[config.mk]
export PLATFORM = sky130hd
export DESIGN_NAME = utf8_to_gsm7_encoder
export DESIGN_NICKNAME = d
export VERILOG_FILES = /design/src/rtl/u2g_pkg.sv /design/src/rtl/u2g_map.sv /design/src/rtl/u2g_outbuf.sv /design/src/rtl/utf8_to_gsm7_encoder.sv
export SDC_FILE = /design/constraint.sdc
export NUM_CORES = 1
export LEC_CHECK = 0
export ABC_AREA = 1
export BUFFER_PORTS_ARGS = -buffer_cell sky130_fd_sc_hd__buf_2
export CAP_MARGIN = 5
export CORE_MARGIN = 4
export CORE_UTILIZATION = 30
export DETAILED_ROUTE_END_ITERATION = 10
export GPL_TIMING_DRIVEN = 0
export MAX_ROUTING_LAYER = met4
export PLACE_DENSITY = 0.44
export REMOVE_ABC_BUFFERS = 1
export SLEW_MARGIN = 30
export SYNTH_ARGS = -nofsm -noshare
export SYNTH_HDL_FRONTEND = slang
export SYNTH_SLANG_ARGS = --single-unit
[constraint.sdc]
create_clock -name clock -period 3.67 [get_ports clock]
set_input_delay 0.1835 -clock clock [delete_from_list [all_inputs] [get_ports clock]]
set_output_delay 0.1835 -clock clock [all_outputs]
set_load 0.01 [all_outputs]
[src/rtl/u2g_pkg.sv]
// Shared types, code constants and lookup functions of the UTF-8 to GSM 7-bit encoder.
package u2g_pkg;

   localparam int CodeW = 7;

   localparam logic [CodeW-1:0] CODE_ESC   = 7'h1B;
   localparam logic [CodeW-1:0] CODE_QMARK = 7'h3F;
   localparam logic [CodeW-1:0] CODE_AT    = 7'h00;
   localparam logic [CodeW-1:0] CODE_DOLLAR = 7'h02;
   localparam logic [CodeW-1:0] CODE_UNDERSCORE = 7'h11;
   localparam logic [CodeW-1:0] CODE_EURO  = 7'h65;

   localparam logic [7:0] BYTE_CTRL_TOP = 8'h1F;
   localparam logic [7:0] BYTE_GRP_MIN  = 8'h7F;

   localparam logic [2:0] GRP_NONE  = 3'd0;
   localparam logic [2:0] GRP_TWO   = 3'd2;
   localparam logic [2:0] GRP_THREE = 3'd3;
   localparam logic [2:0] GRP_FOUR  = 3'd4;

   localparam logic [23:0] EURO_KEY = 24'hE282AC;

   // Codes produced by one input word: count 0..2, first code goes out first.
   typedef struct packed {
      logic [1:0]       cnt;
      logic [CodeW-1:0] code0;
      logic [CodeW-1:0] code1;
   } codes_type;

   typedef struct packed {
      logic             hit;
      logic [CodeW-1:0] code;
   } lookup_type;

   // Two-byte group table (Latin and Greek letters and some symbols).
   function automatic lookup_type lookup_two(input logic [15:0] key);
      lookup_type r;
      r.hit  = 1'b1;
      r.code = CODE_QMARK;
      case (key)
         16'hC2A3: r.code = 7'h01;
         16'hC2A5: r.code = 7'h03;
         16'hC3A8: r.code = 7'h04;
         16'hC3A9: r.code = 7'h05;
         16'hC3B9: r.code = 7'h06;
         16'hC3AC: r.code = 7'h07;
         16'hC3B2: r.code = 7'h08;
         16'hC387: r.code = 7'h09;
         16'hC398: r.code = 7'h0B;
         16'hC3B8: r.code = 7'h0C;
         16'hC385: r.code = 7'h0E;
         16'hC3A5: r.code = 7'h0F;
         16'hCE94: r.code = 7'h10;
         16'hCEA6: r.code = 7'h12;
         16'hCE93: r.code = 7'h13;
         16'hCE9B: r.code = 7'h14;
         16'hCEA9: r.code = 7'h15;
         16'hCEA0: r.code = 7'h16;
         16'hCEA8: r.code = 7'h17;
         16'hCEA3: r.code = 7'h18;
         16'hCE98: r.code = 7'h19;
         16'hCE9E: r.code = 7'h1A;
         16'hC386: r.code = 7'h1C;
         16'hC3A6: r.code = 7'h1D;
         16'hC39F: r.code = 7'h1E;
         16'hC389: r.code = 7'h1F;
         16'hC2A4: r.code = 7'h24;
         16'hC384: r.code = 7'h5B;
         16'hC396: r.code = 7'h5C;
         16'hC391: r.code = 7'h5D;
         16'hC39C: r.code = 7'h5E;
         16'hC2A7: r.code = 7'h5F;
         16'hC2BF: r.code = 7'h60;
         16'hC3A4: r.code = 7'h7B;
         16'hC3B6: r.code = 7'h7C;
         16'hC3B1: r.code = 7'h7D;
         16'hC3BC: r.code = 7'h7E;
         16'hC3A0: r.code = 7'h7F;
         default: r.hit = 1'b0;
      endcase
      return r;
   endfunction

   // Map a byte below 0x7F to zero, one or two codes.
   function automatic codes_type map_single(input logic [7:0] b);
      codes_type r;
      r.cnt   = 2'd1;
      r.code0 = b[CodeW-1:0];
      r.code1 = '0;
      case (b) inside
         [8'h00:BYTE_CTRL_TOP]: r.cnt = 2'd0;
         8'h40: r.code0 = CODE_AT;
         8'h60: r.code0 = CODE_QMARK;
         8'h24: r.code0 = CODE_DOLLAR;
         8'h5F: r.code0 = CODE_UNDERSCORE;
         8'h5B: begin r.cnt = 2'd2; r.code0 = CODE_ESC; r.code1 = 7'h3C; end
         8'h5C: begin r.cnt = 2'd2; r.code0 = CODE_ESC; r.code1 = 7'h2F; end
         8'h5D: begin r.cnt = 2'd2; r.code0 = CODE_ESC; r.code1 = 7'h3E; end
         8'h5E: begin r.cnt = 2'd2; r.code0 = CODE_ESC; r.code1 = 7'h14; end
         8'h7B: begin r.cnt = 2'd2; r.code0 = CODE_ESC; r.code1 = 7'h28; end
         8'h7C: begin r.cnt = 2'd2; r.code0 = CODE_ESC; r.code1 = 7'h40; end
         8'h7D: begin r.cnt = 2'd2; r.code0 = CODE_ESC; r.code1 = 7'h29; end
         8'h7E: begin r.cnt = 2'd2; r.code0 = CODE_ESC; r.code1 = 7'h3D; end
         default: r.cnt = 2'd1;
      endcase
      return r;
   endfunction

endpackage

[src/rtl/u2g_map.sv]
// Group tracking state and byte-to-code mapping of the encoder.
module u2g_map import u2g_pkg::*; (
   input  logic       clock,
   input  logic       reset,
   input  logic       step,
   input  logic [7:0] in_byte,
   input  logic       in_last,
   output codes_type  codes
);

   logic [15:0] grp_bytes_ff, grp_bytes_in;
   logic [2:0]  grp_len_ff, grp_len_in;
   logic [1:0]  due_ff, due_in;
   logic [23:0] key;
   lookup_type  two_hit;

   assign key     = {grp_bytes_ff, in_byte};
   assign two_hit = lookup_two(key[15:0]);

   always_comb begin
      codes        = '0;
      grp_bytes_in = grp_bytes_ff;
      grp_len_in   = grp_len_ff;
      due_in       = due_ff;
      if (grp_len_ff != GRP_NONE) begin
         if (due_ff <= 2'd1) begin
            // group complete: look it up and close it
            codes.cnt   = 2'd1;
            codes.code0 = CODE_QMARK;
            if (grp_len_ff == GRP_TWO && two_hit.hit) begin
               codes.code0 = two_hit.code;
            end else if (grp_len_ff == GRP_THREE && key == EURO_KEY) begin
               codes.cnt   = 2'd2;
               codes.code0 = CODE_ESC;
               codes.code1 = CODE_EURO;
            end
            grp_bytes_in = '0;
            grp_len_in   = GRP_NONE;
            due_in       = '0;
         end else begin
            grp_bytes_in = key[15:0];
            due_in       = due_ff - 2'd1;
            if (in_last) begin
               codes.cnt   = 2'd1;
               codes.code0 = CODE_QMARK;
            end
         end
      end else if (in_byte >= BYTE_GRP_MIN) begin
         case (in_byte) inside
            [8'hC0:8'hDF]: grp_len_in = GRP_TWO;
            [8'hE0:8'hEF]: grp_len_in = GRP_THREE;
            default:       grp_len_in = GRP_FOUR;
         endcase
         grp_bytes_in = {8'h00, in_byte};
         due_in       = 2'(grp_len_in - 3'd1);
         if (in_last) begin
            codes.cnt   = 2'd1;
            codes.code0 = CODE_QMARK;
         end
      end else begin
         codes = map_single(in_byte);
      end
      // end of message closes any group
      if (in_last) begin
         grp_bytes_in = '0;
         grp_len_in   = GRP_NONE;
         due_in       = '0;
      end
   end

   always_ff @(posedge clock) begin
      if (reset) begin
         grp_bytes_ff <= '0;
         grp_len_ff   <= GRP_NONE;
         due_ff       <= '0;
      end else if (step) begin
         grp_bytes_ff <= grp_bytes_in;
         grp_len_ff   <= grp_len_in;
         due_ff       <= due_in;
      end
   end

endmodule

[src/rtl/u2g_outbuf.sv]
// Result register of the encoder: holds up to two codes and sends them one per word.
module u2g_outbuf import u2g_pkg::*; (
   input  logic             clock,
   input  logic             reset,
   input  logic             load,
   input  codes_type        codes,
   output logic             free,
   output logic             rsp_valid,
   input  logic             rsp_ready,
   output logic [CodeW-1:0] rsp_out_code,
   output logic             rsp_out_run_last
);

   logic [1:0]       cnt_ff;
   logic [CodeW-1:0] code0_ff;
   logic [CodeW-1:0] code1_ff;
   logic             take;

   assign rsp_valid        = cnt_ff != 2'd0;
   assign take             = rsp_valid && rsp_ready;
   assign free             = (cnt_ff == 2'd0) || (cnt_ff == 2'd1 && rsp_ready);
   assign rsp_out_code     = code0_ff;
   assign rsp_out_run_last = cnt_ff == 2'd1;

   always_ff @(posedge clock) begin
      if (reset) begin
         cnt_ff <= '0;
      end else if (load) begin
         cnt_ff <= codes.cnt;
      end else if (take) begin
         cnt_ff <= cnt_ff - 2'd1;
      end
   end

   always_ff @(posedge clock) begin
      if (load) begin
         code0_ff <= codes.code0;
         code1_ff <= codes.code1;
      end else if (take) begin
         code0_ff <= code1_ff;
      end
   end

endmodule

[src/rtl/utf8_to_gsm7_encoder.sv]
// Top level of the UTF-8 to GSM 03.38 default alphabet encoder.
// Takes one UTF-8 byte per req_ word and gives zero, one or two GSM 7-bit codes on
// rsp_, rsp_out_run_last marking the final code caused by that byte. A byte enters an
// input register, is mapped by short logic against the open multi-byte group, and its
// codes land in a two-entry result register. A byte that maps to one code, or to none,
// passes at one word per cycle while rsp_ready holds; a byte that gives an escape pair (or
// a euro sign) holds the result register until both codes are taken, so the rate is set
// by the single code output port: one code per cycle while rsp_ready holds. in_last closes
// any open group; a cut-off group gives one '?'.
module utf8_to_gsm7_encoder import u2g_pkg::*; (
   input  logic             clock,
   input  logic             reset,
   input  logic             req_valid,
   output logic             req_ready,
   input  logic [7:0]       req_in_byte,
   input  logic             req_in_last,
   output logic             rsp_valid,
   input  logic             rsp_ready,
   output logic [CodeW-1:0] rsp_out_code,
   output logic             rsp_out_run_last
);

   logic       in_vld_ff;
   logic [7:0] in_byte_ff;
   logic       in_last_ff;
   logic       res_free;
   logic       advance;
   logic       load;
   codes_type  codes;

   // advance the input register into the result register once that one frees up
   assign advance   = in_vld_ff && res_free;
   // a word with no codes still advances, it just loads nothing
   assign load      = advance && (codes.cnt != 2'd0);
   assign req_ready = !in_vld_ff || advance;

   always_ff @(posedge clock) begin
      if (reset) begin
         in_vld_ff <= 1'b0;
      end else if (req_ready) begin
         in_vld_ff <= req_valid;
      end
   end

   // hold the payload while stalled
   always_ff @(posedge clock) begin
      if (req_valid && req_ready) begin
         in_byte_ff <= req_in_byte;
         in_last_ff <= req_in_last;
      end
   end

   u2g_map u_map (
      .clock   (clock),
      .reset   (reset),
      .step    (advance),
      .in_byte (in_byte_ff),
      .in_last (in_last_ff),
      .codes   (codes)
   );

   u2g_outbuf u_outbuf (
      .clock            (clock),
      .reset            (reset),
      .load             (load),
      .codes            (codes),
      .free             (res_free),
      .rsp_valid        (rsp_valid),
      .rsp_ready        (rsp_ready),
      .rsp_out_code     (rsp_out_code),
      .rsp_out_run_last (rsp_out_run_last)
   );

endmodule
==> results.py, run 1 <==
metrics = {
    "synthesis": {
        "seq_area_frac_synth_pct": 31.9,
        "yosysTopAreaCell": "sky130_fd_sc_hd__edfxtp_1",
        "syn-mean-instance-area_um2": 6.29,
        "ys_types": 32,
        "yosys.area.top_type_share_pct": 18.8,
        "syn-instance-count": 584,
        "syn-cell-area_um2": 3670,
        "synth.area.top_cells": "sky130_fd_sc_hd__edfxtp_1, sky130_fd_sc_hd__nand2_1, sky130_fd_sc_hd__dfxtp_1",
        "ys_ff_latch": 47,
        "synth_warnings": 0,
    },
    "drt": {
        "drc": 0,
        "drt_iter0_markers": 235,
        "wl_per_cell_um": 14.8,
        "vias_per_cell": 5.06,
        "iteration_count_of_the_initial_detailed_routing_pass": 5,
        "drt.antenna.violating_nets": 0,
        "postRouteWirelength_um": 11100,
        "routed-via-count": 3795,
    },
    "grt": {
        "global_route_wire_length_before_repair_um": 18200,
        "gr-total-overflow": 0,
        "grt_max_degree": 28,
        "antenna_found_initial": 0,
        "grt_pass1_vias": 3579,
        "grt_util_all_layers_pct": 16.1,
    },
    "power_and_ir_drop": {
        "total_leakage_power_uw": 0.00178,
        "ir_worst_vdd_mv": 0.169,
        "power-per-cell-area_nw_per_um2": 458,
    },
    "layout": {
        "diodes": 0,
        "layout-drive-gt1-share_pct": 12.6,
        "final-instance-count-excl-fill": 750,
        "flow.area_growth_from_synthesis_pct": 10.7,
        "design_area_um2": 4070,
        "finish.net_count": 617,
        "num-fill-cells": 1330,
    },
    "floorplan": {
        "core_um2": 12000,
        "floorplan.initialDensity_pct": 30.6,
        "fp.dieH_um": 119,
        "site_rows": 40,
        "floorplan.die_area_um2": 14100,
        "io-pin-count": 23,
        "die-width_um": 119,
    },
    "setup_path": {
        "cp.arrival_ns": 3.19,
        "cp_data_required_time_ns": 3.83,
        "startpoint_type": "flop",
        "reg2reg_setup_slack_ns": 0.64,
        "timing.setup.critical_path_class": "flop to flop",
        "worstSetupEndpointType": "flop",
        "cp_max_fo": 27,
    },
    "cts": {
        "htree_levels": 2,
        "clock_tree_from_tritoncts": "built",
        "worstSkewPairLatency_ns": 0.29,
        "cts_setup_buffers": 0,
        "cts.path.max_buffers": 2,
        "cts_hold_buf": 0,
        "cts_inserted_buffers": 5,
        "worst_setup_hold_path_clk_slew_ns": 0.06,
        "cts_root_buf": "sky130_fd_sc_hd__clkbuf_16",
        "tritoncts_num_sinks": 47,
        "ctsResizeCount": 0,
    },
    "placement": {
        "port_buffers": 22,
        "dp_hpwl_um": 8920,
        "dpl_cell_area_um2": 3920,
        "globalplace.congestion": 0.957,
        "numPlacedInstances": 742,
    },
    "sta": {
        "setup_viol": 0,
        "hold_violation_total_from_the_final_report": 0,
        "timing.fmax_ghz": 0.330,
        "timing.setup.tns_ns": 0,
        "finalCriticalPeriod_ns": 3.03,
        "rsz0062_at_grt": "false",
        "final-max-slew-violation-count": 0,
        "pin_slew_with_the_least_headroom_to_its_limit_ns": 0.918,
        "setup_clock_skew_after_layout_ns": 0.00334,
        "fin_crit_sh_pct": 82.7,
        "maxSlewHeadroom_pct": 38.7,
    },
    "outcome": {
        "result_of_the_run": "completed",
    },
    "job": {
        "max_cap_violations": 0,
    },
    "worst_hold_path": {
        "hp_class": "input port to flop",
    },
}
## layout by cell type (no fill, tap or decap), types with 5 or more instances in the layout
cell type and count:
sky130_fd_sc_hd__dfxtp_1 24, sky130_fd_sc_hd__nor2_4 7, sky130_fd_sc_hd__inv_1 53, sky130_fd_sc_hd__inv_2 9, sky130_fd_sc_hd__nand3b_1 6, sky130_fd_sc_hd__o21ai_0 21
sky130_fd_sc_hd__nand3_1 57, sky130_fd_sc_hd__nand2_1 168, sky130_fd_sc_hd__nor2_1 87, sky130_fd_sc_hd__a211oi_1 9, sky130_fd_sc_hd__buf_2 22, sky130_fd_sc_hd__nand2_2 8
sky130_fd_sc_hd__nand4_1 13, sky130_fd_sc_hd__clkbuf_16 5, sky130_fd_sc_hd__edfxtp_1 23, sky130_fd_sc_hd__nor2_2 11, sky130_fd_sc_hd__a21oi_1 39, sky130_fd_sc_hd__nor3_1 10
## where the power goes
group          switching, µW  total [µW]  internal (µW)
logic                    461         657            196
clock network            192         444            252
registers               75.3         762            687
## Yosys cell counts (all sizes together)
| master | count |
|---|---|
| a31oi | 3 |
| clkbuf | 3 |
| ha | 2 |
| nor3 | 13 |
| a21oi | 40 |
| nor3b | 2 |
| nand3b | 6 |
| and2 | 1 |
| nand3 | 60 |
| nand2b | 1 |
| dfxtp | 24 |
| nor2 | 105 |
| nand4 | 13 |
| inv | 62 |
| edfxtp | 23 |
| nand2 | 179 |
| or2 | 4 |
| buf | 9 |
| o21ai | 25 |
| a211oi | 9 |
## state kept, by name, indices dropped and copies added, names as in the netlist, 2 cells and up
signal                 flops
in_byte_ff                 8
u_map.due_ff               2
u_map.grp_bytes_ff        16
u_map.grp_len_ff           3
u_outbuf.cnt_ff            2
u_outbuf.code1_ff          7
u_outbuf.rsp_out_code      7
## path summary, 6_finish.rpt
path / cells after the start / from / to
worst max-delay path: 8 / u_map.grp_len_ff[2] / u_map.grp_len_ff[2]
worst min-delay path: 1 / req_in_byte[2] / in_byte_ff[2]
worst max register to register: 8 / u_map.grp_len_ff[2] / u_map.grp_len_ff[2]
worst min register to register: 2 / u_map.grp_bytes_ff[8] / u_map.grp_bytes_ff[8]
## logic make-up (layout without fill, tap and decap cells)
logic type	after synthesis	in the layout	synth area share (%)
and+or+nand+nor	384	384	47.9
DFF	47	47	31.9
AOI/OAI and AO/OA	77	77	11.3
adders and majority gates	2	2	0.681
buffers and inverters	74	93	8.21
## metrics by stage
stage | hold slack [ns] | setup WS [ns] | utilization, % | power, µW
floorplan | 0.253 | 0.981 | - | 1220
CTS | 0.0613 | 0.599 | 33.9 | 1890
finish | 0.0658 | 0.636 | 33.9 | 1860
detailed placement | 0.362 | 0.610 | 32.7 | 1440
global placement | 0.359 | 0.0241 | 32.5 | 1430
global route | 0.0608 | 0.205 | 33.9 | 2010
## area by class of cell
cell class	count	area, µm²	area share [%]
Sequential cell	47	1170	28.8
Clock buffer	5	125	3.08
Clock inverter	3	18.8	0.462
Inverter	62	233	5.72
Tap cell	147	184	4.52
Timing Repair Buffer	23	125	3.08
Multi-Input combinational cell	463	2210	54.3
## routing by layer
layer / track usage, % / part of all wire (%) / vias to the layer above
li1: - / - / 1953
met1: 21.9 / 48 / 1731
met2: 25.4 / 46 / 90
met3: 2.78 / 4.3 / 21
met4: 3.26 / 1.7 / 0
met5: - / 0 / -
## worst max-delay path: stages (launching register included)
cell,delay [ns]
sky130_fd_sc_hd__dfxtp_1,0.33
sky130_fd_sc_hd__nor3_2,0.69
sky130_fd_sc_hd__inv_1,0.17
sky130_fd_sc_hd__nor2_1,0.23
sky130_fd_sc_hd__nand2_1,0.10
sky130_fd_sc_hd__nand2_1,0.68
sky130_fd_sc_hd__inv_1,0.42
sky130_fd_sc_hd__nand3b_1,0.20
sky130_fd_sc_hd__a21oi_1,0.07
Note: power is estimated with default switching activity, not from simulation.
==> inputs of run 2 (changes only) <==
--- a/config.mk
+++ b/config.mk
@@ -5,7 +5,7 @@
 export SDC_FILE = /design/constraint.sdc
 export NUM_CORES = 1
 export LEC_CHECK = 0
-export ABC_AREA = 1
+export ABC_AREA = 0
 export BUFFER_PORTS_ARGS = -buffer_cell sky130_fd_sc_hd__buf_2
 export CAP_MARGIN = 5
 export CORE_MARGIN = 4
@@ -13,7 +13,7 @@
 export DETAILED_ROUTE_END_ITERATION = 10
 export GPL_TIMING_DRIVEN = 0
 export MAX_ROUTING_LAYER = met4
-export PLACE_DENSITY = 0.44
+export PLACE_DENSITY = 0.46
 export REMOVE_ABC_BUFFERS = 1
 export SLEW_MARGIN = 30
 export SYNTH_ARGS = -nofsm -noshare
==> constraint.sdc (replaced) <==
create_clock -name clock -period 2.5 [get_ports clock]
set_input_delay 0.125 -clock clock [delete_from_list [all_inputs] [get_ports clock]]
set_output_delay 0.125 -clock clock [all_outputs]
set_load 0.01 [all_outputs]
==> results.py, run 2 <==
metrics = {
    "floorplan": {
        "floorplan.die_area_um2": 14400,
        "site_rows": 40,
        "core_um2": 12200,
        "io-pin-count": 23,
        "fp.dieH_um": 120,
        "floorplan.initialDensity_pct": 31.0,
        "die-width_um": 120,
    },
    "layout": {
        "max_flop_register": "u_map.grp_bytes_ff",
        "final_util_pct": 39.8,
        "largest_register_ffs": 16,
        "layout.cells.most_common_list": "sky130_fd_sc_hd__buf_4, sky130_fd_sc_hd__nand2_1, sky130_fd_sc_hd__a21oi_1",
        "layout-drive-gt1-share_pct": 33.5,
        "diodes": 0,
        "final-instance-count-excl-fill": 673,
        "mostFrequentLayoutCell": "sky130_fd_sc_hd__buf_4",
        "final-seq-area_um2": 1170,
        "flow.area_growth_from_synthesis_pct": 28.4,
        "reg.largest.list": "u_map.grp_bytes_ff: 16 flops, in_byte_ff: 8 flops",
        "finish.net_count": 519,
        "design_area_um2": 4840,
        "num-fill-cells": 1208,
        "multi_input_area_um2": 2520,
    },
    "power_and_ir_drop": {
        "ir_worst_vdd_mv": 0.348,
        "power_frac_seq_pct": 37.5,
        "switching_power_uw": 856,
        "power-per-cell-area_nw_per_um2": 518,
        "combinational_power_share_pct": 35.5,
        "clock_power_share_pct": 27.0,
        "total_power_uw": 2510,
        "switching_share_pct": 34.2,
        "p_int_uw": 1650,
        "total_leakage_power_uw": 0.00180,
    },
    "cts": {
        "cts.path.max_buffers": 2,
        "htree_levels": 2,
        "worstSkewPairLatency_ns": 0.29,
        "cts_inserted_buffers": 5,
        "clock_tree_from_tritoncts": "built",
        "tritoncts_num_sinks": 47,
        "worst_setup_hold_path_clk_slew_ns": 0.07,
        "cts_root_buf": "sky130_fd_sc_hd__clkbuf_16",
    },
    "drt": {
        "detailroute.wirelength.met3_um": 994,
        "drt_iter0_markers": 380,
        "drc": 0,
        "drt.antenna.violating_nets": 0,
        "iteration_count_of_the_initial_detailed_routing_pass": 5,
        "wl_met1_um": 5810,
        "routed-via-count": 3897,
        "postRouteWirelength_um": 12800,
        "route.top_layer_used": "met4",
        "wl_per_cell_um": 19.0,
        "vias_per_cell": 5.79,
        "met2_length_um": 5740,
    },
    "setup_path": {
        "cp_data_required_time_ns": 2.64,
        "timing.setup.critical_path_class": "flop to flop",
        "reg2reg_setup_slack_ns": -0.04,
        "cp.arrival_ns": 2.68,
        "slowest_stage": "sky130_fd_sc_hd__edfxtp_1",
        "startpoint_type": "flop",
        "cp_max_fo": 4,
        "crit_path_cell_trace": "buf_6, buf_6, nor3b_4, a21boi_4, o31ai_4, a41oi_2, o311ai_4, or3_4, a31oi_1",
        "crit_buf_inv": 2,
        "family_of_cells_with_the_greatest_summed_delay_on_the_critical_path": "compound AO/OA/AOI/OAI gates",
        "crit_path_frequent_cell": "sky130_fd_sc_hd__buf_6",
        "max_stage_delay_ns": 0.46,
        "worstSetupEndpointType": "flop",
    },
    "synthesis": {
        "yosys_most_used_dff": "sky130_fd_sc_hd__dfxtp_1",
        "number_of_synthesized_flops_with_an_enable_pin": 23,
        "ys_ff_latch": 47,
        "async_reset_ff_share_pct": 0,
        "syn-mean-instance-area_um2": 8.63,
        "synth.area.top_cells": "sky130_fd_sc_hd__edfxtp_1, sky130_fd_sc_hd__dfxtp_1, sky130_fd_sc_hd__a21oi_1",
        "seq_area_frac_synth_pct": 31.1,
        "syn-cell-area_um2": 3770,
        "post-synth-top-count-cell": "sky130_fd_sc_hd__nand2_1",
        "yosysTopAreaCell": "sky130_fd_sc_hd__edfxtp_1",
        "syn-instance-count": 437,
        "ys_types": 93,
        "synth_warnings": 0,
        "synth_common_cells": "sky130_fd_sc_hd__nand2_1, sky130_fd_sc_hd__a21oi_1, sky130_fd_sc_hd__nor2_1",
        "yosys.area.top_type_share_pct": 18.3,
    },
    "worst_hold_path": {
        "hp_class": "input port to flop",
    },
    "sta": {
        "setup_clock_skew_after_layout_ns": 0.00865,
        "maxSlewHeadroom_pct": 54.5,
        "hold_violation_total_from_the_final_report": 0,
        "setup_viol": 5,
        "pin_slew_with_the_least_headroom_to_its_limit_ns": 0.680,
        "final-max-slew-violation-count": 0,
        "rsz0062_at_grt": "true",
        "hold_ws_ns": 0.0118,
        "fin_crit_sh_pct": 102,
        "timing.fmax_ghz": 0.394,
        "finalCriticalPeriod_ns": 2.54,
        "finalWorstSetupSlack_ns": -0.0391,
    },
    "placement": {
        "globalplace.congestion": 0.909,
        "dp_hpwl_um": 8120,
        "numPlacedInstances": 597,
        "port_buffers": 22,
        "dpl_cell_area_um2": 3930,
    },
    "grt": {
        "grt_pass1_vias": 3633,
        "antenna_found_initial": 0,
        "gr-total-overflow": 0,
        "global_route_wire_length_before_repair_um": 19900,
        "grt_max_degree": 25,
        "grt_util_all_layers_pct": 17.6,
    },
    "outcome": {
        "result_of_the_run": "complete, but fails checks",
        "violations": "setup timing",
    },
    "job": {
        "max_cap_violations": 0,
    },
}
-- run 2: cell count changes in the layout (fill, tap and decap cells not counted), moves of 9 or more --
cell	before	now
sky130_fd_sc_hd__buf_4	0	57
sky130_fd_sc_hd__nor2_1	87	31
sky130_fd_sc_hd__o21ai_0	21	8
sky130_fd_sc_hd__nand2_1	168	44
sky130_fd_sc_hd__buf_6	0	13
sky130_fd_sc_hd__inv_2	9	0
sky130_fd_sc_hd__nand3_1	57	30
sky130_fd_sc_hd__nor2_2	11	2
sky130_fd_sc_hd__inv_1	53	8
-- run 2: worst reg2reg max path, cell delays in order, from the launching register on --
cell                       delay, ns
sky130_fd_sc_hd__edfxtp_1       0.46
sky130_fd_sc_hd__buf_6          0.17
sky130_fd_sc_hd__buf_6          0.12
sky130_fd_sc_hd__nor3b_4        0.26
sky130_fd_sc_hd__a21boi_4       0.25
sky130_fd_sc_hd__o31ai_4        0.09
sky130_fd_sc_hd__a41oi_2        0.33
sky130_fd_sc_hd__o311ai_4       0.16
sky130_fd_sc_hd__or3_4          0.41
sky130_fd_sc_hd__a31oi_1        0.14
-- run 2: path summary, 6_finish.rpt --
check                                       startpoint                       end  cells past startpoint
worst min register to register  u_map.grp_bytes_ff[10]    u_map.grp_bytes_ff[10]                      2
worst min-delay path                    req_in_byte[2]             in_byte_ff[2]                      1
worst max register to register           in_byte_ff[0]  u_outbuf.rsp_out_code[6]                      9
worst max-delay path                     in_byte_ff[0]  u_outbuf.rsp_out_code[6]                      9
-- run 2: cell families after synthesis --
logic type	Yosys count	share of synthesized area, %
simple gates	209	33.5
xor+xnor	1	0.232
buf+inv	47	7.90
fa+ha+maj	2	0.663
flops	47	31.1
compound gates	128	25.8
mux	3	0.796
-- run 2: cell type report --
cell class / instances / area share, %
Clock buffer: 7 / 2.95
Timing Repair Buffer: 97 / 15.6
Clock inverter: 1 / 0.103
Multi-Input combinational cell: 344 / 52.1
Sequential cell: 47 / 24.2
Tap cell: 168 / 4.34
Inverter: 9 / 0.775
-- run 2: metrics by stage --
step	setup WS, ns	TNS [ns]
floorplan	-0.376	-5.08
global placement	-1.26	-39.79
detailed placement	-0.786	-18.71
CTS	-0.000996	-0.000996
global route	-0.153	-0.895
finish	-0.0391	-0.166
-- run 2: layer usage --
metal  track usage [%]  up-vias
li1                  -     1817
met1              24.3     1844
met2              27.0      208
met3              2.45       28
met4              4.72        0
met5                 -        -
-- run 2: what timing repair did --
item / 4_1_cts / 5_1_grt
hold buffers: 0 / 0
endpoints found under the hold margin: 0 / 0
endpoints found under the setup margin: 49 / 39
pin swaps: 13 / 22
buffers inserted: 53 / 15
cloned: 1 / 0
resized for setup: 31 / 28
-- run 2: power by group through the flow --
stage | combinational, µW | sequential, µW | clock [µW]
after floorplan | 376 | 1010 | 0
after global placement | 544 | 1050 | 0
after detailed placement | 623 | 1000 | 0
after CTS | 825 | 937 | 693
after global routing | 950 | 949 | 725
final | 890 | 939 | 676
==> inputs of run 3 (changes only) <==
--- a/config.mk
+++ b/config.mk
@@ -13,7 +13,7 @@
 export DETAILED_ROUTE_END_ITERATION = 10
 export GPL_TIMING_DRIVEN = 0
 export MAX_ROUTING_LAYER = met4
-export PLACE_DENSITY = 0.46
+export PLACE_DENSITY = 0.44
 export REMOVE_ABC_BUFFERS = 1
 export SLEW_MARGIN = 30
 export SYNTH_ARGS = -nofsm -noshare
==> constraint.sdc (replaced) <==
create_clock -name clock -period 2.8 [get_ports clock]
set_input_delay 0.28 -clock clock [delete_from_list [all_inputs] [get_ports clock]]
set_output_delay 0.28 -clock clock [all_outputs]
set_load 0.005 [all_outputs]
==> results.py, run 3 (synthesized netlist as in run 2, its figures left out) <==
metrics = {
    "outcome": {
        "result_of_the_run": "complete, but fails checks",
        "violations": "setup timing",
    },
    "setup_path": {
        "cp_max_fo": 12,
        "timing.setup.critical_path_class": "flop to flop",
        "worstSetupEndpointType": "flop",
        "cp.arrival_ns": 2.83,
        "startpoint_type": "flop",
        "cp_data_required_time_ns": 2.82,
    },
    "power_and_ir_drop": {
        "total_leakage_power_uw": 0.00157,
        "ir_worst_vdd_mv": 0.289,
        "clock_power_share_pct": 31.1,
        "p_int_uw": 1490,
        "power-per-cell-area_nw_per_um2": 502,
        "switching_power_uw": 709,
        "combinational_power_share_pct": 30.5,
        "total_power_uw": 2200,
        "power_frac_seq_pct": 38.4,
        "switching_share_pct": 32.2,
    },
    "sta": {
        "rsz0062_at_grt": "true",
        "finalCriticalPeriod_ns": 2.81,
        "maxSlewHeadroom_pct": 43.3,
        "finalWorstSetupSlack_ns": -0.0142,
        "setup_viol": 1,
        "setup_clock_skew_after_layout_ns": 0.00786,
        "fin_crit_sh_pct": 101,
        "timing.setup.tns_ns": -0.0142,
        "timing.fmax_ghz": 0.355,
        "hold_violation_total_from_the_final_report": 0,
        "final-max-slew-violation-count": 0,
        "pin_slew_with_the_least_headroom_to_its_limit_ns": 0.850,
    },
    "placement": {
        "place_ws_ns": -0.509,
        "port_buffers": 22,
        "numPlacedInstances": 599,
        "dp_hpwl_um": 8180,
        "dpl_cell_area_um2": 3990,
        "globalplace.congestion": 0.898,
    },
    "floorplan": {
        "fp.dieH_um": 120,
        "die-width_um": 120,
        "floorplan.die_area_um2": 14400,
        "floorplan.initialDensity_pct": 31.0,
        "io-pin-count": 23,
        "site_rows": 40,
        "core_um2": 12200,
    },
    "drt": {
        "iteration_count_of_the_initial_detailed_routing_pass": 5,
        "vias_per_cell": 5.68,
        "drt.antenna.violating_nets": 0,
        "postRouteWirelength_um": 11900,
        "drc": 0,
        "routed-via-count": 3576,
        "wl_per_cell_um": 18.9,
        "drt_iter0_markers": 390,
    },
    "layout": {
        "mostFrequentLayoutCell": "sky130_fd_sc_hd__nand2_1",
        "diodes": 0,
        "final-seq-area_um2": 1170,
        "max_flop_register": "u_map.grp_bytes_ff",
        "reg.largest.list": "u_map.grp_bytes_ff: 16 flops, in_byte_ff: 8 flops",
        "layout.cells.most_common_list": "sky130_fd_sc_hd__nand2_1, sky130_fd_sc_hd__a21oi_1, sky130_fd_sc_hd__nor2_1",
        "layout-drive-gt1-share_pct": 22.3,
        "flow.area_growth_from_synthesis_pct": 16.2,
        "num-fill-cells": 1275,
        "finish.net_count": 476,
        "largest_register_ffs": 16,
        "final-instance-count-excl-fill": 630,
        "design_area_um2": 4380,
        "multi_input_area_um2": 2340,
    },
    "cts": {
        "worst_setup_hold_path_clk_slew_ns": 0.06,
        "tritoncts_num_sinks": 47,
        "cts_root_buf": "sky130_fd_sc_hd__clkbuf_16",
        "cts_hold_buf": 0,
        "cts.path.max_buffers": 2,
        "clock_tree_from_tritoncts": "built",
        "worstSkewPairLatency_ns": 0.29,
        "cts_inserted_buffers": 5,
        "htree_levels": 2,
    },
    "grt": {
        "grt_max_degree": 25,
        "grt_util_all_layers_pct": 16.6,
        "global_route_wire_length_before_repair_um": 18700,
        "gr-total-overflow": 0,
        "antenna_found_initial": 0,
        "grt_pass1_vias": 3269,
    },
    "worst_hold_path": {
        "hp_class": "input port to flop",
    },
    "job": {
        "max_cap_violations": 0,
    },
}
==> run 3: cell type report <==
| cell class | count | area share [%] |
|---|---|---|
| flip-flops and latches | 47 | 26.7 |
| multi-input cells | 344 | 53.4 |
| repair buffers | 54 | 10.2 |
| well taps | 168 | 4.80 |
| clock inverters | 1 | 0.0857 |
| inverters | 9 | 0.771 |
| clock buffers | 7 | 4.00 |
==> run 3: through the flow <==
stage                     hold WS [ns]  util (%)
after global routing             0.164      36.0
after detailed placement         0.440      32.8
after CTS                        0.166      34.7
after floorplan                  0.342         -
final                            0.170      36.0
after global placement           0.435      31.5
==> run 3: power groups by stage <==
| stage | clock [µW] | combinational [µW] | sequential [µW] |
|---|---|---|---|
| 3_5_place_dp | 0 | 570 | 886 |
| 2_1_floorplan | 0 | 330 | 897 |
| 6_report | 685 | 672 | 845 |
| 4_1_cts | 702 | 615 | 854 |
| 3_3_place_gp | 0 | 475 | 941 |
| 5_1_grt | 735 | 729 | 852 |
==> run 3: final timing paths <==
check,from,endpoint,slack (ns),depth (start not counted)
min,req_in_byte[4],in_byte_ff[4],0.17,1
max reg2reg,in_byte_ff[4],u_outbuf.rsp_out_code[1],-0.01,8
max,in_byte_ff[4],u_outbuf.rsp_out_code[1],-0.01,8
min reg2reg,u_map.grp_bytes_ff[15],u_map.grp_bytes_ff[15],0.45,2
==> run 3: critical path, cell delays in order, from the launching register on <==
cell and delay, ns:
sky130_fd_sc_hd__edfxtp_1 0.60, sky130_fd_sc_hd__buf_4 0.23, sky130_fd_sc_hd__or3_4 0.33, sky130_fd_sc_hd__a21boi_2 0.18, sky130_fd_sc_hd__o31ai_4 0.09, sky130_fd_sc_hd__a41oi_2 0.28
sky130_fd_sc_hd__o311ai_2 0.18, sky130_fd_sc_hd__o41ai_1 0.52, sky130_fd_sc_hd__a21oi_1 0.14
==> run 3: per-layer routing <==
metal,GRT usage (%),part of all wire (%)
met1,23.8,48
met2,24.4,44
met3,2.83,5.6
met4,4.01,1.8
met5,-,0
==> run 3: what timing repair did <==
item,in CTS,in global routing
cloned,1,0
hold endpoints to repair,0,0
setup endpoints to repair,31,16
pin swaps,1,1
resized for setup,4,4
setup buffers,4,18
